<file path="src/hdl/tmt_pkg.sv">
// ----------------------------------------------------------------------------
// tmt_pkg
// Shared types, constants and midpoint helpers of the triangle tessellator.
// ----------------------------------------------------------------------------
`default_nettype none

package tmt_pkg;

  localparam int MAX_LEVELS = 4;
  localparam int COORD_W    = 16;
  localparam int LEVEL_W    = 3;
  localparam int DEPTH_W    = (MAX_LEVELS > 1) ? $clog2(MAX_LEVELS) : 1;
  localparam int Q_DEPTH    = 2;
  localparam int Q_AW       = $clog2(Q_DEPTH);
  localparam int Q_CW       = $clog2(Q_DEPTH + 1);

  localparam logic [1:0] LAST_CHILD = 2'd3;

  typedef logic signed [COORD_W-1:0] coord_t;

  typedef struct packed {
    coord_t x;
    coord_t y;
    coord_t z;
  } vtx_t;

  typedef struct packed {
    vtx_t v2;
    vtx_t v1;
    vtx_t v0;
  } tri_t;

  typedef struct packed {
    coord_t              v0_x;
    coord_t              v0_y;
    coord_t              v0_z;
    coord_t              v1_x;
    coord_t              v1_y;
    coord_t              v1_z;
    coord_t              v2_x;
    coord_t              v2_y;
    coord_t              v2_z;
    logic [LEVEL_W-1:0]  level;
  } in_beat_t;

  typedef struct packed {
    coord_t out0_x;
    coord_t out0_y;
    coord_t out0_z;
    coord_t out1_x;
    coord_t out1_y;
    coord_t out1_z;
    coord_t out2_x;
    coord_t out2_y;
    coord_t out2_z;
    logic   last;
  } out_beat_t;

  // one queued job: source triangle and depth at which leaves are emitted
  typedef struct packed {
    tri_t               src;
    logic [DEPTH_W-1:0] leaf;
  } job_t;

  typedef struct packed {
    logic valid;
    logic full;
  } q_stat_t;

  // (a+b)/2 truncating toward zero
  function automatic coord_t half_sum(input coord_t a, input coord_t b);
    logic signed [COORD_W:0] sum;
    logic signed [COORD_W:0] adj;
    sum = {a[COORD_W-1], a} + {b[COORD_W-1], b};
    adj = sum + {{COORD_W{1'b0}}, sum[COORD_W] & sum[0]};
    return adj[COORD_W:1];
  endfunction

  function automatic vtx_t mid(input vtx_t a, input vtx_t b);
    vtx_t m;
    m.x = half_sum(a.x, b.x);
    m.y = half_sum(a.y, b.y);
    m.z = half_sum(a.z, b.z);
    return m;
  endfunction

  function automatic tri_t child(input tri_t t, input logic [1:0] pos);
    vtx_t m01;
    vtx_t m02;
    vtx_t m12;
    tri_t c;
    m01 = mid(t.v0, t.v1);
    m02 = mid(t.v0, t.v2);
    m12 = mid(t.v1, t.v2);
    unique case (pos)
      2'd0: begin c.v0 = t.v0; c.v1 = m01;  c.v2 = m02;  end
      2'd1: begin c.v0 = m12;  c.v1 = m02;  c.v2 = m01;  end
      2'd2: begin c.v0 = m02;  c.v1 = m12;  c.v2 = t.v2; end
      default: begin c.v0 = m01; c.v1 = t.v1; c.v2 = m12; end
    endcase
    return c;
  endfunction

endpackage

`default_nettype wire

</file>
<file path="src/hdl/tmt_channels.sv">
// ----------------------------------------------------------------------------
// tmt_channels
// Valid/ready channel interfaces for triangle input and output beats.
// ----------------------------------------------------------------------------
`default_nettype none

interface tmt_in_if;
  logic               valid;
  logic               ready;
  tmt_pkg::in_beat_t  data;
  modport source (output valid, output data, input ready);
  modport sink   (input valid, input data, output ready);
endinterface

interface tmt_out_if;
  logic               valid;
  logic               ready;
  tmt_pkg::out_beat_t data;
  modport source (output valid, output data, input ready);
  modport sink   (input valid, input data, output ready);
endinterface

`default_nettype wire

</file>
<file path="src/hdl/tmt_front.sv">
// ----------------------------------------------------------------------------
// tmt_front
// Accepts input beats, drops level zero, clamps the level, builds a job.
// ----------------------------------------------------------------------------
`default_nettype none

module tmt_front (
  tmt_in_if.sink          in_ch,
  input  tmt_pkg::q_stat_t q_stat,
  output logic            push,
  output tmt_pkg::job_t   job
);

  logic [tmt_pkg::LEVEL_W-1:0] lvl_sat;

  assign in_ch.ready = !q_stat.full;

  always_comb begin
    if (in_ch.data.level > tmt_pkg::LEVEL_W'(tmt_pkg::MAX_LEVELS)) begin
      lvl_sat = tmt_pkg::LEVEL_W'(tmt_pkg::MAX_LEVELS);
    end else begin
      lvl_sat = in_ch.data.level;
    end
  end

  // level zero is consumed but yields nothing
  assign push = in_ch.valid && in_ch.ready && (in_ch.data.level != '0);

  always_comb begin
    job.src.v0.x = in_ch.data.v0_x;
    job.src.v0.y = in_ch.data.v0_y;
    job.src.v0.z = in_ch.data.v0_z;
    job.src.v1.x = in_ch.data.v1_x;
    job.src.v1.y = in_ch.data.v1_y;
    job.src.v1.z = in_ch.data.v1_z;
    job.src.v2.x = in_ch.data.v2_x;
    job.src.v2.y = in_ch.data.v2_y;
    job.src.v2.z = in_ch.data.v2_z;
    job.leaf     = tmt_pkg::DEPTH_W'(lvl_sat - 1'b1);
  end

endmodule

`default_nettype wire

</file>
<file path="src/hdl/tmt_queue.sv">
// ----------------------------------------------------------------------------
// tmt_queue
// Small job queue between front and back.
// ----------------------------------------------------------------------------
`default_nettype none

module tmt_queue (
  input  logic             clk,
  input  logic             rst_n,
  input  logic             push,
  input  tmt_pkg::job_t    wr_job,
  input  logic             pop,
  output tmt_pkg::job_t    rd_job,
  output tmt_pkg::q_stat_t q_stat
);

  tmt_pkg::job_t              mem_r [tmt_pkg::Q_DEPTH];
  logic [tmt_pkg::Q_AW-1:0]   wr_ptr_r;
  logic [tmt_pkg::Q_AW-1:0]   wr_ptr_nxt;
  logic [tmt_pkg::Q_AW-1:0]   rd_ptr_r;
  logic [tmt_pkg::Q_AW-1:0]   rd_ptr_nxt;
  logic [tmt_pkg::Q_CW-1:0]   cnt_r;
  logic [tmt_pkg::Q_CW-1:0]   cnt_nxt;

  assign q_stat.valid = (cnt_r != '0);
  assign q_stat.full  = (cnt_r == tmt_pkg::Q_CW'(tmt_pkg::Q_DEPTH));
  assign rd_job       = mem_r[rd_ptr_r];

  always_comb begin
    wr_ptr_nxt = wr_ptr_r;
    rd_ptr_nxt = rd_ptr_r;
    cnt_nxt    = cnt_r;
    if (push) begin
      wr_ptr_nxt = (wr_ptr_r == tmt_pkg::Q_AW'(tmt_pkg::Q_DEPTH - 1)) ? '0 : wr_ptr_r + 1'b1;
    end
    if (pop) begin
      rd_ptr_nxt = (rd_ptr_r == tmt_pkg::Q_AW'(tmt_pkg::Q_DEPTH - 1)) ? '0 : rd_ptr_r + 1'b1;
    end
    unique case ({push, pop})
      2'b10:   cnt_nxt = cnt_r + 1'b1;
      2'b01:   cnt_nxt = cnt_r - 1'b1;
      default: cnt_nxt = cnt_r;
    endcase
  end

  always_ff @(posedge clk) begin
    if (!rst_n) begin
      wr_ptr_r <= '0;
      rd_ptr_r <= '0;
      cnt_r    <= '0;
    end else begin
      wr_ptr_r <= wr_ptr_nxt;
      rd_ptr_r <= rd_ptr_nxt;
      cnt_r    <= cnt_nxt;
    end
  end

  always_ff @(posedge clk) begin
    if (push) begin
      mem_r[wr_ptr_r] <= wr_job;
    end
  end

endmodule

`default_nettype wire

</file>
<file path="src/hdl/tmt_back.sv">
// ----------------------------------------------------------------------------
// tmt_back
// Depth-first subdivision sequencer with a per-depth triangle stack.
// ----------------------------------------------------------------------------
`default_nettype none

module tmt_back (
  input  logic             clk,
  input  logic             rst_n,
  input  tmt_pkg::q_stat_t q_stat,
  input  tmt_pkg::job_t    rd_job,
  output logic             pop,
  tmt_out_if.source        out_ch
);

  typedef enum logic [2:0] {
    S_IDLE = 3'b001,
    S_RUN  = 3'b010,
    S_UP   = 3'b100
  } state_t;

  state_t                          state_r;
  state_t                          state_nxt;
  logic [tmt_pkg::DEPTH_W-1:0]     dep_r;
  logic [tmt_pkg::DEPTH_W-1:0]     dep_nxt;
  logic [tmt_pkg::DEPTH_W-1:0]     leaf_r;
  logic [tmt_pkg::DEPTH_W-1:0]     leaf_nxt;
  logic [1:0]          cp_r   [tmt_pkg::MAX_LEVELS];
  logic [1:0]          cp_nxt [tmt_pkg::MAX_LEVELS];
  tmt_pkg::tri_t       tri_r  [tmt_pkg::MAX_LEVELS];
  tmt_pkg::out_beat_t  out_r;
  tmt_pkg::out_beat_t  out_nxt;
  logic                out_vld_r;
  logic                out_vld_nxt;

  logic                            tri_we;
  logic [tmt_pkg::DEPTH_W-1:0]     tri_wa;
  tmt_pkg::tri_t       tri_wd;
  tmt_pkg::tri_t       cur;
  tmt_pkg::tri_t       kid;
  logic                out_free;
  logic                all_last;
  logic                deeper;
  logic                emit;
  tmt_pkg::tri_t       emit_tri;
  logic                emit_last;

  assign cur      = tri_r[dep_r];
  assign kid      = tmt_pkg::child(cur, cp_r[dep_r]);
  assign out_free = !out_vld_r || out_ch.ready;
  assign deeper   = ({1'b0, dep_r} + 1'b1) < {1'b0, leaf_r};

  // last leaf when every open level sits on its final child
  always_comb begin
    all_last = 1'b1;
    for (int i = 0; i < tmt_pkg::MAX_LEVELS; i++) begin
      if (tmt_pkg::DEPTH_W'(i) <= dep_r && cp_r[i] != tmt_pkg::LAST_CHILD) begin
        all_last = 1'b0;
      end
    end
  end

  always_comb begin
    state_nxt = state_r;
    dep_nxt   = dep_r;
    leaf_nxt  = leaf_r;
    cp_nxt    = cp_r;
    pop       = 1'b0;
    tri_we    = 1'b0;
    tri_wa    = '0;
    tri_wd    = rd_job.src;
    emit      = 1'b0;
    emit_tri  = kid;
    emit_last = 1'b0;
    unique case (state_r)
      S_IDLE: begin
        if (q_stat.valid) begin
          pop       = 1'b1;
          tri_we    = 1'b1;
          leaf_nxt  = rd_job.leaf;
          dep_nxt   = '0;
          for (int i = 0; i < tmt_pkg::MAX_LEVELS; i++) begin
            cp_nxt[i] = '0;
          end
          state_nxt = S_RUN;
        end
      end
      S_RUN: begin
        if (leaf_r == '0) begin
          if (out_free) begin
            emit      = 1'b1;
            emit_tri  = cur;
            emit_last = 1'b1;
            state_nxt = S_IDLE;
          end
        end else if (deeper) begin
          // descend into the current child
          tri_we              = 1'b1;
          tri_wa              = dep_r + 1'b1;
          tri_wd              = kid;
          cp_nxt[dep_r + 1'b1] = '0;
          dep_nxt             = dep_r + 1'b1;
        end else if (out_free) begin
          emit      = 1'b1;
          emit_last = all_last;
          if (cp_r[dep_r] != tmt_pkg::LAST_CHILD) begin
            cp_nxt[dep_r] = cp_r[dep_r] + 1'b1;
          end else if (all_last) begin
            state_nxt = S_IDLE;
          end else begin
            dep_nxt   = dep_r - 1'b1;
            state_nxt = S_UP;
          end
        end
      end
      S_UP: begin
        if (cp_r[dep_r] == tmt_pkg::LAST_CHILD) begin
          dep_nxt = dep_r - 1'b1;
        end else begin
          cp_nxt[dep_r] = cp_r[dep_r] + 1'b1;
          state_nxt     = S_RUN;
        end
      end
      default: state_nxt = S_IDLE;
    endcase
  end

  always_comb begin
    out_nxt     = out_r;
    out_vld_nxt = out_vld_r && !out_ch.ready;
    if (emit) begin
      out_vld_nxt    = 1'b1;
      out_nxt.out0_x = emit_tri.v0.x;
      out_nxt.out0_y = emit_tri.v0.y;
      out_nxt.out0_z = emit_tri.v0.z;
      out_nxt.out1_x = emit_tri.v1.x;
      out_nxt.out1_y = emit_tri.v1.y;
      out_nxt.out1_z = emit_tri.v1.z;
      out_nxt.out2_x = emit_tri.v2.x;
      out_nxt.out2_y = emit_tri.v2.y;
      out_nxt.out2_z = emit_tri.v2.z;
      out_nxt.last   = emit_last;
    end
  end

  always_ff @(posedge clk) begin
    if (!rst_n) begin
      state_r   <= S_IDLE;
      dep_r     <= '0;
      leaf_r    <= '0;
      out_vld_r <= 1'b0;
      for (int i = 0; i < tmt_pkg::MAX_LEVELS; i++) begin
        cp_r[i] <= '0;
      end
    end else begin
      state_r   <= state_nxt;
      dep_r     <= dep_nxt;
      leaf_r    <= leaf_nxt;
      out_vld_r <= out_vld_nxt;
      cp_r      <= cp_nxt;
    end
  end

  always_ff @(posedge clk) begin
    out_r <= out_nxt;
    if (tri_we) begin
      tri_r[tri_wa] <= tri_wd;
    end
  end

  assign out_ch.valid = out_vld_r;
  assign out_ch.data  = out_r;

endmodule

`default_nettype wire

</file>
<file path="src/hdl/triangle_midpoint_tessellator_core.sv">
// ----------------------------------------------------------------------------
// triangle_midpoint_tessellator_core
// Midpoint subdivision of one triangle into 4^(level-1) triangles.
// ----------------------------------------------------------------------------
// Each input beat carries a triangle and a level from 1 to 4 (higher levels
// clamp to 4, level 0 is consumed and emits nothing). The front side queues
// up to two jobs; the back side walks the subdivision depth first and, while
// the output is not stalled, emits one triangle per cycle within each group
// of four siblings; descents and steps back up the stack emit nothing.
// The final triangle of each job has last set.
// ----------------------------------------------------------------------------
`default_nettype none

module triangle_midpoint_tessellator_core (
  input  logic       clk,
  input  logic       rst_n,
  tmt_in_if.sink     in_ch,
  tmt_out_if.source  out_ch
);

  logic              push;
  logic              pop;
  tmt_pkg::job_t     wr_job;
  tmt_pkg::job_t     rd_job;
  tmt_pkg::q_stat_t  q_stat;

  tmt_front u_front (
    .in_ch  (in_ch),
    .q_stat (q_stat),
    .push   (push),
    .job    (wr_job)
  );

  tmt_queue u_queue (
    .clk    (clk),
    .rst_n  (rst_n),
    .push   (push),
    .wr_job (wr_job),
    .pop    (pop),
    .rd_job (rd_job),
    .q_stat (q_stat)
  );

  tmt_back u_back (
    .clk    (clk),
    .rst_n  (rst_n),
    .q_stat (q_stat),
    .rd_job (rd_job),
    .pop    (pop),
    .out_ch (out_ch)
  );

  a_no_push_full: assert property (@(posedge clk) disable iff (!rst_n)
    push |-> !q_stat.full)
    else $error("job pushed into a full queue");

  a_no_pop_empty: assert property (@(posedge clk) disable iff (!rst_n)
    pop |-> q_stat.valid)
    else $error("job popped from an empty queue");

  a_level0_drop: assert property (@(posedge clk) disable iff (!rst_n)
    (in_ch.valid && in_ch.ready && in_ch.data.level == '0) |-> !push)
    else $error("level zero beat produced a job");

  a_level_push: assert property (@(posedge clk) disable iff (!rst_n)
    (in_ch.valid && in_ch.ready && in_ch.data.level != '0) |-> push)
    else $error("accepted beat lost before the queue");

endmodule

`default_nettype wire
</file>
<file path="src/flat_wrapper.sv">
// flat-port wrapper written by rule: the top's interface ports become plain ports
module triangle_midpoint_tessellator_core_flat 
  (clk, rst_n, in_ch_valid, in_ch_data, in_ch_ready, out_ch_valid, out_ch_data, out_ch_ready);
  tmt_in_if in_ch_i ();
  tmt_out_if out_ch_i ();
  input  logic clk;
  input  logic rst_n;
  input wire logic [$bits(in_ch_i.valid)-1:0] in_ch_valid;
  input wire logic [$bits(in_ch_i.data)-1:0] in_ch_data;
  output wire logic [$bits(in_ch_i.ready)-1:0] in_ch_ready;
  output wire logic [$bits(out_ch_i.valid)-1:0] out_ch_valid;
  output wire logic [$bits(out_ch_i.data)-1:0] out_ch_data;
  input wire logic [$bits(out_ch_i.ready)-1:0] out_ch_ready;
  assign in_ch_i.valid = in_ch_valid;
  assign in_ch_i.data = in_ch_data;
  assign in_ch_ready = in_ch_i.ready;
  assign out_ch_valid = out_ch_i.valid;
  assign out_ch_data = out_ch_i.data;
  assign out_ch_i.ready = out_ch_ready;
  triangle_midpoint_tessellator_core u_core (.clk(clk), .rst_n(rst_n), .in_ch(in_ch_i), .out_ch(out_ch_i));
endmodule
</file>
<file path="config.mk">
export PLATFORM = sky130hd
export DESIGN_NAME = triangle_midpoint_tessellator_core_flat
export DESIGN_NICKNAME = d
export VERILOG_FILES = /design/src/hdl/tmt_pkg.sv /design/src/hdl/tmt_channels.sv /design/src/hdl/tmt_front.sv /design/src/hdl/tmt_queue.sv /design/src/hdl/tmt_back.sv /design/src/hdl/triangle_midpoint_tessellator_core.sv /design/src/flat_wrapper.sv
export SDC_FILE = /design/constraint.sdc
export NUM_CORES = 2
export LEC_CHECK = 0
export BUFFER_PORTS_ARGS = -buffer_cell sky130_fd_sc_hd__buf_2
export CAP_MARGIN = 20
export CORE_ASPECT_RATIO = 1.5
export CORE_MARGIN = 2
export CORE_UTILIZATION = 40
export CTS_CLUSTER_SIZE = 30
export DETAILED_ROUTE_END_ITERATION = 10
export GPL_ROUTABILITY_DRIVEN = 0
export REMOVE_ABC_BUFFERS = 1
export SLEW_MARGIN = 40
export SYNTH_ARGS = -nofsm -noshare
export SYNTH_HDL_FRONTEND = slang
export SYNTH_SLANG_ARGS = --single-unit
</file>
<file path="constraint.sdc">
create_clock -name clk -period 15.3 [get_ports clk]
set_clock_uncertainty 0.05 [all_clocks]
set_input_delay 1.53 -clock clk [delete_from_list [all_inputs] [get_ports clk]]
set_output_delay 1.53 -clock clk [all_outputs]
set_load 0.01 [all_outputs]
</file>
==> results.toml <==
[synthesis]
mappedNetlistArea_sq_um = 55000
synth-edff-count = 1013
post_synthesis_area_per_instance_sq_um = 12.5
yosys.area_share.xor_xnor_pct = 3.44
share_of_flip_flops_with_an_asynchronous_set_or_reset_after_synthesis_pct = 0
synth_compound_gate_area_share_pct = 14.5
yosysWarningCount = 0
post_synth_and_or_nand_nor_area_fraction_pct = 10.8
synth_cell_type_count = 116
synthesis.instances = 4397
ys_seq_area_share_pct = 56.1
synth_fa_ha_area_share_pct = 4.09
synth_seq_cells = 1036
synthMuxAreaShare_pct = 8.48
synth-main-ff-cell = "sky130_fd_sc_hd__edfxtp_1"
synth_top_family_by_area = "compound AO/OA/AOI/OAI gates"

[finish]
drive_above_1_share_pct = 16.5
finish.net_count = 4916
finalCoreUtilization_pct = 45.4
syn2layout_area_growth_pct = 12.7

[floorplanning]
die_area_sq_um = 141000
top_level_ports = 298
chipWidth_microns = 307
initial_core_util_pct = 40.3
die_h_microns = 458
placementRows = 166
core_area_sq_um = 136000

[grt]
grt_pass1_vias = 38805
grt_use_total_pct = 23.1
pin_count_of_the_biggest_net_entering_global_routing = 117
antenna_violations_before_repair = 11
grt-ovfl-total = 0
wire_length_of_the_first_global_routing_pass_microns = 245000

[placed_design]
post-dp-hpwl_microns = 114000
numPortBuffers = 297

[timing]
final_min_period_over_clock_period_pct = 49.8
worst_pin_slew_ns = 0.895
rsz_0062_raised_after_global_routing = "no"
slew_headroom_pct = 40.0
slew_viol_final = 0
maximum_achievable_frequency_mhz = 131
post-route-min-period_ns = 7.63
report.final.hold_viol_count = 0
setup_viol_count_final = 0

[drt]
drc = 0
viasPerCell = 6.07
detail-route-antenna-nets = 0
final_routed_wirelength_across_all_metal_layers_microns = 166000
route.vias.total = 39104
first_iter_violations = 3664
drtPass1Iterations = 9
dr_wl_cell_microns = 25.7

[clock_network]
clk_latency_ns = 0.73
cts.root.buffer_cell = "sky130_fd_sc_hd__clkbuf_16"
cts_tree = "built"
buffer_depth_of_the_longest_clock_path = 3
h_tree_levels = 3
tritoncts.num_buffers = 100
postCtsSetupBuffers = 0
clock-sinks = 1036
cts_stage_hold_buffer_count = 0
cts.clk_slew.worst_paths_ns = 0.06
postCtsResizedCells = 0

[worst_hold_path]
holdCritStartpoint = "u_core.u_queue.cnt_r[1]"
min_path_type = "register to register"

[worst_setup_path]
slowest_stage = "sky130_fd_sc_hd__dfxtp_4"
critical_path_arrival_ns = 8.10
worstPathCellList = "buf_6 -> buf_12 -> buf_16 -> mux4_2 -> ha_1 -> fa_1 -> a211o_1 -> a211o_1 -> a211oi_2 -> nor2_1 -> nor2b_1 -> ha_1 -> nand2_1 -> nor3_1 -> a41oi_1 -> nor2_1 -> nand4_1 -> or2_2 -> xnor2_1 -> a221o_1 -> a21oi_1 -> o22ai_1"
worst-setup-path-type = "register to register"
critical_path.max_fanout = 57
maximum_cell_stage_delay_along_the_critical_path_ns = 0.77
timing.critical_path.required_ns = 15.77
critical_path.endpoint_type = "register"
worstSetupStartpointType = "register"

[flow_run]
maxCapViolations = 0

[outcome]
outcome = "complete, no violations"
-- critical path, delay by kind of cell (launching register included) --
kind                       cells  cell delay, ns
DFF                            1            0.77
muxes                          1            0.62
AOI/OAI and AO/OA              7            1.67
adders and majority gates      3            1.01
and+or+nand+nor                7            1.43
buffers and inverters          3            1.30
xor gates and xnor gates       1            0.45
-- sequential cells by signal (all words and copies together) (netlist names), named ones only --
| signal | flops |
|---|---|
| u_core.u_queue.wr_ptr_r | 1 |
| u_core.u_back.state_r | 3 |
| u_core.u_back.out_ch.data | 145 |
| u_core.u_queue.mem_r | 292 |
| u_core.u_queue.rd_ptr_r | 1 |
| u_core.u_back.dep_r | 2 |
| u_core.u_back.cp_r | 8 |
| u_core.u_back.tri_r | 576 |
| u_core.u_queue.cnt_r | 2 |
| u_core.u_back.out_ch.valid | 1 |
| u_core.u_back.leaf_r | 2 |
-- per-stage QoR --
stage	instances	worst slack [ns]	cell area [sq um]	TNS [ns]	hold slack, ns
3_3_place_gp	6238	7.51	58100	0	0.466
4_1_cts	6430	7.72	61800	0	0.493
2_1_floorplan	4134	-5.57	53900	-802.25	0.440
5_1_grt	6437	7.12	62000	0	0.537
3_5_place_dp	6247	7.73	58400	0	0.486
6_report	6439	7.67	62000	0	0.494
-- cell type report --
cell class | instances | area, sq um
Inverter | 68 | 260
Fill cell | 12276 | 74500
Timing Repair Buffer | 355 | 2260
Multi-Input combinational cell | 3030 | 22900
Sequential cell | 1036 | 30900
Antenna cell | 3 | 7.51
Clock inverter | 63 | 788
Clock buffer | 120 | 2620
Tap cell | 1764 | 2210
-- Yosys cell counts (48+ instances only) --
library cell               number  area (sq um)
sky130_fd_sc_hd__a21o_1        75           563
sky130_fd_sc_hd__nor2b_1       80           500
sky130_fd_sc_hd__clkbuf_1     207           777
sky130_fd_sc_hd__nand3_1       76           380
sky130_fd_sc_hd__edfxtp_1    1013         30400
sky130_fd_sc_hd__mux2i_1      110          1100
sky130_fd_sc_hd__xnor2_1      134          1170
sky130_fd_sc_hd__ha_1         164          2050
sky130_fd_sc_hd__xor2_1        80           701
sky130_fd_sc_hd__nor2_1       228           856
sky130_fd_sc_hd__nand2_1      427          1600
sky130_fd_sc_hd__nor3_1        62           310
sky130_fd_sc_hd__nand4_1       48           300
sky130_fd_sc_hd__a221oi_1      87           762
sky130_fd_sc_hd__o21ai_0      232          1160
sky130_fd_sc_hd__a21oi_1      255          1280
sky130_fd_sc_hd__a211oi_1      82           616
sky130_fd_sc_hd__inv_1         67           251
sky130_fd_sc_hd__mux4_2       145          3270
-- metal layers --
| metal | wire (microns) | vias to the layer above | share of wire (%) | track usage, % |
|---|---|---|---|---|
| met4 | 6980 | 16 | 4.2 | 10.1 |
| met1 | 65700 | 19515 | 40 | 28.7 |
| met2 | 82800 | 1544 | 50 | 40.4 |
| met5 | 101 | - | 0.061 | 0 |
| met3 | 9930 | 344 | 6.0 | 2.85 |
| li1 | - | 17685 | - | - |
-- worst paths after layout --
check / to / slack (ns) / cells past startpoint
min reg2reg: u_core.u_queue.cnt_r[1] / 0.49 / 2
max reg2reg: u_core.u_back.tri_r[0][57] / 7.67 / 22
max: u_core.u_back.tri_r[0][57] / 7.67 / 22
min: u_core.u_queue.cnt_r[1] / 0.49 / 2
-- cells in the final DEF (no fill, tap or decap), drive strengths merged, types with 110 or more instances in the layout --
master,instances
edfxtp,1013
nor2,229
ha,164
clkbuf,120
mux2i,110
a21oi,260
xnor2,134
nand2,427
buf,355
mux4,146
o21ai,244
-- cell families after synthesis --
logic type | after synthesis
compound gates | 1163
xor+xnor | 215
fa+ha+maj | 174
buf+inv | 331
flops | 1036
mux | 280
simple gates | 1198
Power is not shown: default switching activity piles up to over one toggle a cycle in this logic, so the estimate is an artifact.
